==> src/rtl/core/ubxfc_pkg.sv <==
`default_nettype none
package ubxfc_pkg;

	localparam int unsigned ByteW    = 8;
	localparam int unsigned LenW     = 16;
	localparam int unsigned RemainW  = LenW + 1;
	localparam int unsigned CfgIdxW  = 8;
	localparam int unsigned InDataW  = 8;
	localparam int unsigned ResBits  = 1 + 6 * ByteW + LenW;
	localparam int unsigned OutDataW = ((ResBits + 7) / 8) * 8;

	localparam logic [CfgIdxW-1:0] REG_SYNC_FIRST  = CfgIdxW'(0);
	localparam logic [CfgIdxW-1:0] REG_SYNC_SECOND = CfgIdxW'(1);

	localparam logic [ByteW-1:0] SYNC_FIRST_RST  = 8'd181;
	localparam logic [ByteW-1:0] SYNC_SECOND_RST = 8'd98;

	typedef enum logic [2:0] {
		POS_HUNT1  = 3'd0,
		POS_HUNT2  = 3'd1,
		POS_CLASS  = 3'd2,
		POS_ID     = 3'd3,
		POS_LEN_LO = 3'd4,
		POS_LEN_HI = 3'd5,
		POS_BODY   = 3'd6
	} pos_t;

	typedef struct packed {
		logic [ByteW-1:0] recv_sum_b;
		logic [ByteW-1:0] recv_sum_a;
		logic [ByteW-1:0] calc_sum_b;
		logic [ByteW-1:0] calc_sum_a;
		logic [LenW-1:0]  payload_length;
		logic [ByteW-1:0] msg_id;
		logic [ByteW-1:0] msg_class;
		logic             frame_ok;
	} res_t;

endpackage
`default_nettype wire

==> src/rtl/core/ubxfc_parser.sv <==
`default_nettype none
module ubxfc_parser
	import ubxfc_pkg::*;
(
	input  wire logic             clk,
	input  wire logic             arst_n,
	input  wire logic             step,
	input  wire logic [ByteW-1:0] rx_byte,
	input  wire logic [ByteW-1:0] sync_first,
	input  wire logic [ByteW-1:0] sync_second,
	output logic                  emit,
	output res_t                  result
);

	pos_t               pos_q, pos_d;
	logic [RemainW-1:0] remain_q, remain_d;
	logic [ByteW-1:0]   sum_a_q, sum_a_d;
	logic [ByteW-1:0]   sum_b_q, sum_b_d;
	logic [ByteW-1:0]   class_q, class_d;
	logic [ByteW-1:0]   id_q, id_d;
	logic [LenW-1:0]    len_q, len_d;
	logic [ByteW-1:0]   chk_a_q, chk_a_d;
	logic [ByteW-1:0]   acc_a;
	logic [ByteW-1:0]   acc_b;
	logic [LenW-1:0]    len_full;

	assign acc_a    = sum_a_q + rx_byte;
	assign acc_b    = sum_b_q + acc_a;
	assign len_full = {rx_byte, len_q[ByteW-1:0]};

	// A result is due when the second checksum byte is the next one in.
	assign emit = (pos_q == POS_BODY) && (remain_q == RemainW'(1));

	always_comb begin
		pos_d    = pos_q;
		remain_d = remain_q;
		sum_a_d  = sum_a_q;
		sum_b_d  = sum_b_q;
		class_d  = class_q;
		id_d     = id_q;
		len_d    = len_q;
		chk_a_d  = chk_a_q;
		unique case (pos_q)
			POS_HUNT1: begin
				pos_d    = (rx_byte == sync_first) ? POS_HUNT2 : POS_HUNT1;
				remain_d = '0;
				sum_a_d  = '0;
				sum_b_d  = '0;
				class_d  = '0;
				id_d     = '0;
				len_d    = '0;
				chk_a_d  = '0;
			end
			POS_HUNT2: begin
				if (rx_byte == sync_second) begin
					pos_d = POS_CLASS;
				end else begin
					pos_d = POS_HUNT1;
				end
			end
			POS_CLASS: begin
				class_d = rx_byte;
				sum_a_d = acc_a;
				sum_b_d = acc_b;
				pos_d   = POS_ID;
			end
			POS_ID: begin
				id_d    = rx_byte;
				sum_a_d = acc_a;
				sum_b_d = acc_b;
				pos_d   = POS_LEN_LO;
			end
			POS_LEN_LO: begin
				len_d   = {{(LenW-ByteW){1'b0}}, rx_byte};
				sum_a_d = acc_a;
				sum_b_d = acc_b;
				pos_d   = POS_LEN_HI;
			end
			POS_LEN_HI: begin
				len_d    = len_full;
				sum_a_d  = acc_a;
				sum_b_d  = acc_b;
				remain_d = {1'b0, len_full} + RemainW'(2);
				pos_d    = POS_BODY;
			end
			POS_BODY: begin
				if (remain_q > RemainW'(2)) begin
					sum_a_d  = acc_a;
					sum_b_d  = acc_b;
					remain_d = remain_q - RemainW'(1);
				end else if (remain_q == RemainW'(2)) begin
					chk_a_d  = rx_byte;
					remain_d = RemainW'(1);
				end else begin
					pos_d = POS_HUNT1;
				end
			end
			default: begin
				pos_d = POS_HUNT1;
			end
		endcase
		// Leaving the frame by any path other than the first sync clears everything.
		if (pos_d == POS_HUNT1) begin
			remain_d = '0;
			sum_a_d  = '0;
			sum_b_d  = '0;
			class_d  = '0;
			id_d     = '0;
			len_d    = '0;
			chk_a_d  = '0;
		end
	end

	always_comb begin
		result.frame_ok       = (chk_a_q == sum_a_q) && (rx_byte == sum_b_q);
		result.msg_class      = class_q;
		result.msg_id         = id_q;
		result.payload_length = len_q;
		result.calc_sum_a     = sum_a_q;
		result.calc_sum_b     = sum_b_q;
		result.recv_sum_a     = chk_a_q;
		result.recv_sum_b     = rx_byte;
	end

	always_ff @(posedge clk or negedge arst_n) begin
		if (!arst_n) begin
			pos_q    <= POS_HUNT1;
			remain_q <= '0;
			sum_a_q  <= '0;
			sum_b_q  <= '0;
			class_q  <= '0;
			id_q     <= '0;
			len_q    <= '0;
			chk_a_q  <= '0;
		end else if (step) begin
			pos_q    <= pos_d;
			remain_q <= remain_d;
			sum_a_q  <= sum_a_d;
			sum_b_q  <= sum_b_d;
			class_q  <= class_d;
			id_q     <= id_d;
			len_q    <= len_d;
			chk_a_q  <= chk_a_d;
		end
	end

endmodule
`default_nettype wire

==> src/rtl/core/ubxfc_out_reg.sv <==
`default_nettype none
module ubxfc_out_reg
	import ubxfc_pkg::*;
(
	input  wire logic                clk,
	input  wire logic                arst_n,
	input  wire logic                load,
	input  wire res_t                result,
	output logic                     can_load,
	output logic                     m_tvalid,
	input  wire logic                m_tready,
	output logic [OutDataW-1:0]      m_tdata
);

	logic valid_q;
	res_t data_q;

	assign can_load = !valid_q || m_tready;
	assign m_tvalid = valid_q;
	assign m_tdata  = {{(OutDataW-ResBits){1'b0}}, data_q};

	always_ff @(posedge clk or negedge arst_n) begin
		if (!arst_n) begin
			valid_q <= 1'b0;
		end else if (can_load) begin
			valid_q <= load;
		end
	end

	always_ff @(posedge clk) begin
		if (load && can_load) begin
			data_q <= result;
		end
	end

endmodule
`default_nettype wire

==> src/rtl/core/ubx_frame_checker_core.sv <==
// Frame checker for a binary serial protocol with two sync bytes and an
// 8-bit Fletcher checksum pair.
// The slave stream carries one received byte per item in s_tdata.  The
// master stream carries one item per finished frame: the pass flag, the
// class, id and length from the header, and the computed and received
// checksum bytes.  Bytes that do not complete a frame give no item.
// The sync byte values are set through the write port (index 0 and 1); the user
// must write them only while the block is idle, which the block itself does not enforce.
// A byte is taken into an input register, then stepped through the
// parser, whose running sums and byte counter handle one byte per cycle.
// A frame result passes from the input register to the output register, and
// one byte per cycle is sustained while the master side does not stall.
// When the master side stalls, the result waits in the output register and
// further bytes are still taken; only the last byte of a following frame
// waits in the input register until the output register frees up.
// Reset clears the parser back to hunting for the first sync byte, drops
// any pending item and restores the default sync values.
`default_nettype none
module ubx_frame_checker_core
	import ubxfc_pkg::*;
(
	input  wire logic                clk,
	input  wire logic                arst_n,
	input  wire logic                s_tvalid,
	output logic                     s_tready,
	input  wire logic [InDataW-1:0]  s_tdata,   // rx_byte[7:0]
	output logic                     m_tvalid,
	input  wire logic                m_tready,
	// frame_ok[0], msg_class[8:1], msg_id[16:9], payload_length[32:17],
	// calc_sum_a[40:33], calc_sum_b[48:41], recv_sum_a[56:49],
	// recv_sum_b[64:57], zero fill above
	output logic [OutDataW-1:0]      m_tdata,
	input  wire logic                cfg_we,
	input  wire logic [CfgIdxW-1:0]  cfg_index,
	input  wire logic [ByteW-1:0]    cfg_data
);

	logic             valid_s1;
	logic [ByteW-1:0] byte_s1;
	logic [ByteW-1:0] sync_first_q;
	logic [ByteW-1:0] sync_second_q;
	logic             emit;
	logic             can_load;
	logic             step;
	res_t             result;

	assign step     = valid_s1 && (!emit || can_load);
	assign s_tready = !valid_s1 || step;

	always_ff @(posedge clk or negedge arst_n) begin
		if (!arst_n) begin
			sync_first_q  <= SYNC_FIRST_RST;
			sync_second_q <= SYNC_SECOND_RST;
		end else if (cfg_we) begin
			case (cfg_index)
				REG_SYNC_FIRST:  sync_first_q  <= cfg_data;
				REG_SYNC_SECOND: sync_second_q <= cfg_data;
				default: ;
			endcase
		end
	end

	always_ff @(posedge clk or negedge arst_n) begin
		if (!arst_n) begin
			valid_s1 <= 1'b0;
		end else if (s_tready) begin
			valid_s1 <= s_tvalid;
		end
	end

	always_ff @(posedge clk) begin
		if (s_tready && s_tvalid) begin
			byte_s1 <= s_tdata[ByteW-1:0];
		end
	end

	ubxfc_parser u_parser (
		.clk         (clk),
		.arst_n      (arst_n),
		.step        (step),
		.rx_byte     (byte_s1),
		.sync_first  (sync_first_q),
		.sync_second (sync_second_q),
		.emit        (emit),
		.result      (result)
	);

	ubxfc_out_reg u_out_reg (
		.clk      (clk),
		.arst_n   (arst_n),
		.load     (step && emit),
		.result   (result),
		.can_load (can_load),
		.m_tvalid (m_tvalid),
		.m_tready (m_tready),
		.m_tdata  (m_tdata)
	);

	a_emit_reaches_output: assert property (@(posedge clk) disable iff (!arst_n)
		step && emit |=> m_tvalid)
		else $error("finished frame did not reach the output register");

	a_ok_matches_sums: assert property (@(posedge clk) disable iff (!arst_n)
		m_tvalid |-> m_tdata[0] == ((m_tdata[56:49] == m_tdata[40:33]) &&
			(m_tdata[64:57] == m_tdata[48:41])))
		else $error("pass flag disagrees with the checksum fields");

	a_no_step_when_blocked: assert property (@(posedge clk) disable iff (!arst_n)
		valid_s1 && emit && m_tvalid && !m_tready |-> !step)
		else $error("frame end stepped while the output register was full");

endmodule
`default_nettype wire
==> config.mk <==
export PLATFORM = sky130hd
export DESIGN_NAME = ubx_frame_checker_core
export DESIGN_NICKNAME = d
export VERILOG_FILES = /design/src/rtl/core/ubxfc_pkg.sv /design/src/rtl/core/ubxfc_parser.sv /design/src/rtl/core/ubxfc_out_reg.sv /design/src/rtl/core/ubx_frame_checker_core.sv
export SDC_FILE = /design/constraint.sdc
export NUM_CORES = 1
export LEC_CHECK = 0
export BUFFER_PORTS_ARGS = -buffer_cell sky130_fd_sc_hd__buf_2
export CAP_MARGIN = 20
export CELL_PAD_IN_SITES_DETAIL_PLACEMENT = 0
export CELL_PAD_IN_SITES_GLOBAL_PLACEMENT = 1
export CORE_MARGIN = 3
export CORE_UTILIZATION = 30
export DETAILED_ROUTE_END_ITERATION = 10
export PLACE_DENSITY_LB_ADDON = 0.15
export RECOVER_POWER = 100
export SLEW_MARGIN = 20
export SYNTH_ARGS = -nofsm -noshare
export SYNTH_HDL_FRONTEND = slang
export SYNTH_SLANG_ARGS = --single-unit
==> constraint.sdc <==
create_clock -name clk -period 3.7 [get_ports clk]
set_input_delay 0 -clock clk [delete_from_list [all_inputs] [get_ports clk]]
set_output_delay 0 -clock clk [all_outputs]
set_load 0.02 [all_outputs]
==> metrics <==
power per cell area 774.2 mW/mm^2; crit path buf inv count 1; CP endpoint kind flop; # rows 58; Final Net Count 805; Tmin final 3382 ps; number of synthesized flops with an enable pin 73; Worst slew margin -22.77%; leading area contributor after synthesis edfxtp_1; Iter 0 DRT Violations 387; failing checks max-capacitance violations, max-slew violations; Simple-Gate Fraction of Synth Area 10.18%; outcome finished with violations; largest cells by area after synthesis edfxtp_1, dfrtp_1, xnor2_1, a22o_1, ha_1; I/O pins 103; max-slew violations 97; cell family with most CP delay compound AO/OA/AOI/OAI gates; TritonCTS buffer count 17; Max Clk Rate 295.7 MHz; slowest CP cell dfrtp_1; commonest non-fill, non-tap cell in the layout dfrtp_1; worst-case clock skew 9.203 ps; via count 5459; Die Ht 166.4 um; HP Class in2reg; Worst-path clk slew 70 ps; crit-path cells ha_1 > inv_1 > fa_1 > nor2b_1 > o21ai_1 > a21boi_1 > o21ai_0 > a21boi_1 > nor2_1 > ha_1 > nor2_1 > nor2_1 > o41ai_1 > or3_1 > a31o_2 > a21o_1; synthesis-to-finish area growth 19.84%; htree depth 4; most used cells in the layout excluding fill and tap cells dfrtp_1, clkbuf_1, edfxtp_1, xnor2_1, nand2_1; Mapped Area 0.007720 sq mm; Seq/Total Area, Yosys 59.00%; GRT Residual Overflow 0; Initial Utilization 30.57%; CP required 4030 ps; clock sink total 167; Final Hold Fails 0; DRT Pass-1 Iters 5; # diodes 0; Critical Path Most Common Cell nor2_1; Total GRT Usage 14.72%; Adder-Cell Fraction of Synth Area 3.436%; Compound-Gate Fraction of Synth Area 14.73%; mux cell area share after synthesis 3.371%; FF-to-FF setup slack 320 ps; arrival time worst endpoint 3710 ps; total negative slack 0 ps; DR WL/cell 18.40 um; Final Util 36.63%; Avg Inst Size Synth 12.31 sq um; endpoints failing setup 0; IO buf count 95; via-per-instance ratio 4.967; share of cells above drive strength 1 13.26%; max incr delay on CP 410 ps; synthesized flop and latch total 167; main combinational cell family by area after synthesis compound AO/OA/AOI/OAI gates; Post-synth top flop dfrtp_1; Die Area 0.02769 sq mm; Distinct cells, synth 67; RSZ-0062 raised after global routing no; Filler cells 2555; max cap viols 2; dpl hpwl 14220 um; Worst setup SP type flop; first-pass GRT wire length 31970 um; vias in the first global route 5505; Core Area 0.02525 sq mm; CTS Buffer Depth 2; Clk Latency, worst-skew pair 430 ps; drt drc 0; Worst Tran Pin Value 1842 ps; VDD IR-drop max 0.3107 mV; Syn. warnings 0; CTS root buffer clkbuf_16; drt total wl 20220 um; CTS tree yes; RD Place Congestion 0.8202; Post-synth ARST share 56.29%; Die W 166.4 um; area fraction of the dominant cell type after synthesis 28.40%; biggest fanout along the worst timing path 4; Static Leakage 3.609 nW; largest net degree at the start of global routing 68; xor and xnor area share after synthesis 5.786%; initial antenna violation count 0; crit path kind reg2reg; synthesized instance count 627; fin crit share 91.41%; post-route ant nets 0
[flip-flops by register name, indices dropped and copies added (netlist names)]
| signal | count |
|---|---|
| u_parser.remain_q | 17 |
| u_parser.sum_b_q | 8 |
| u_parser.pos_q | 3 |
| valid_s1 | 1 |
| u_parser.sum_a_q | 8 |
| u_parser.class_q | 8 |
| u_parser.id_q | 8 |
| byte_s1 | 8 |
| u_out_reg.m_tdata | 65 |
| u_parser.chk_a_q | 8 |
| u_parser.len_q | 16 |
| u_out_reg.m_tvalid | 1 |
| sync_first_q | 8 |
| sync_second_q | 8 |
[report_power, final]
part	switching, mW	internal [mW]
Sequential	0.447	2.34
Combinational	1.56	1.03
Clock	0.812	0.977
Total	2.82	4.34
[area by class of cell]
cell class	instances	area (sq um)	share of cell area (%)
Tap cell	330	412.9	4.463
Inverter	29	108.9	1.177
Sequential cell	167	4554	49.23
Clock inverter	14	155.1	1.677
Clock buffer	18	439.2	4.747
Multi-Input combinational cell	407	2897	31.31
Timing Repair Buffer	134	684.4	7.398
[stage by stage]
stage	std cells	area, sq um	total power [mW]	setup WS, ps	hold slack, ps
2_1_floorplan	633	7742	4.648	367.2	-295.6
3_5_place_dp	1048	8632	5.414	216.2	185.9
6_report	1099	9251	7.162	318.0	36.03
4_1_cts	1099	9417	7.259	125.9	24.48
3_3_place_gp	1048	8632	5.401	300.8	189.7
5_1_grt	1099	9251	7.668	39.69	102.0
[final timing paths]
path	endpoint	cells past startpoint	start
setup / recovery	u_parser.sum_b_q[7]	16	u_parser.sum_a_q[0]
hold / removal	u_out_reg.m_tvalid	3	m_tready
setup reg to reg	u_parser.sum_b_q[7]	16	u_parser.sum_a_q[0]
hold reg to reg	u_out_reg.m_tdata[14]	0	u_parser.id_q[5]
max in group asynchronous	u_parser.class_q[0]	3	arst_n
min in group asynchronous	u_parser.chk_a_q[3]	2	arst_n
[cell families (layout without fill, tap and decap cells)]
logic type | Yosys count | in the layout
XOR/XNOR | 51 | 51
adder cells (fa/ha/maj) | 20 | 20
other | 1 | 7
AND/OR/NAND/NOR | 151 | 151
AO/OA/AOI/OAI | 154 | 154
buffers and inverters | 59 | 195
multiplexers | 24 | 24
flip-flops | 167 | 167
[worst register-to-register path, delay by kind of cell (launching register included)]
kind / cells / cell delay (ps)
AND/OR/NAND/NOR: 5 / 740
adder cells (fa/ha/maj): 3 / 920
AO/OA/AOI/OAI: 7 / 1170
flip-flops: 1 / 410
buffers and inverters: 1 / 60
[cells in the mapped netlist (all sizes together) (2+ instances only)]
cell    instances
a21boi          2
a21oi          19
a22o           36
a22oi           4
a31oi           4
a32oi           3
and2            4
and4            2
buf            19
clkbuf         11
dfrtp          86
dfstp           8
edfxtp         73
fa              2
ha             18
inv            29
mux2           16
mux2i           8
nand2          40
nand2b          2
nand3          17
nand4           9
nor2           33
nor2b           5
nor3           18
nor4            9
o211ai          2
o21a            6
o21ai          43
o21bai          4
o22ai           3
o31a            2
o31ai           6
o32a            4
o41ai           6
or3             5
or4             2
xnor2          41
xor2           10
[per-layer routing]
layer / GRT usage (%) / up-vias / share of wire, %
li1: - / 2584 / -
met1: 21.45 / 2709 / 50
met2: 21.73 / 144 / 43
met3: 3.513 / 22 / 5.1
met4: 4.663 / 0 / 1.5
met5: 0 / - / 0
[timing repair]
item,CTS,global route
setup endpoints to repair,0,1
hold buffers,19,0
gates resized for setup,0,3
setup buffers,0,0
endpoints found under the hold margin,90,0
Power figures use the tool's default switching activity.
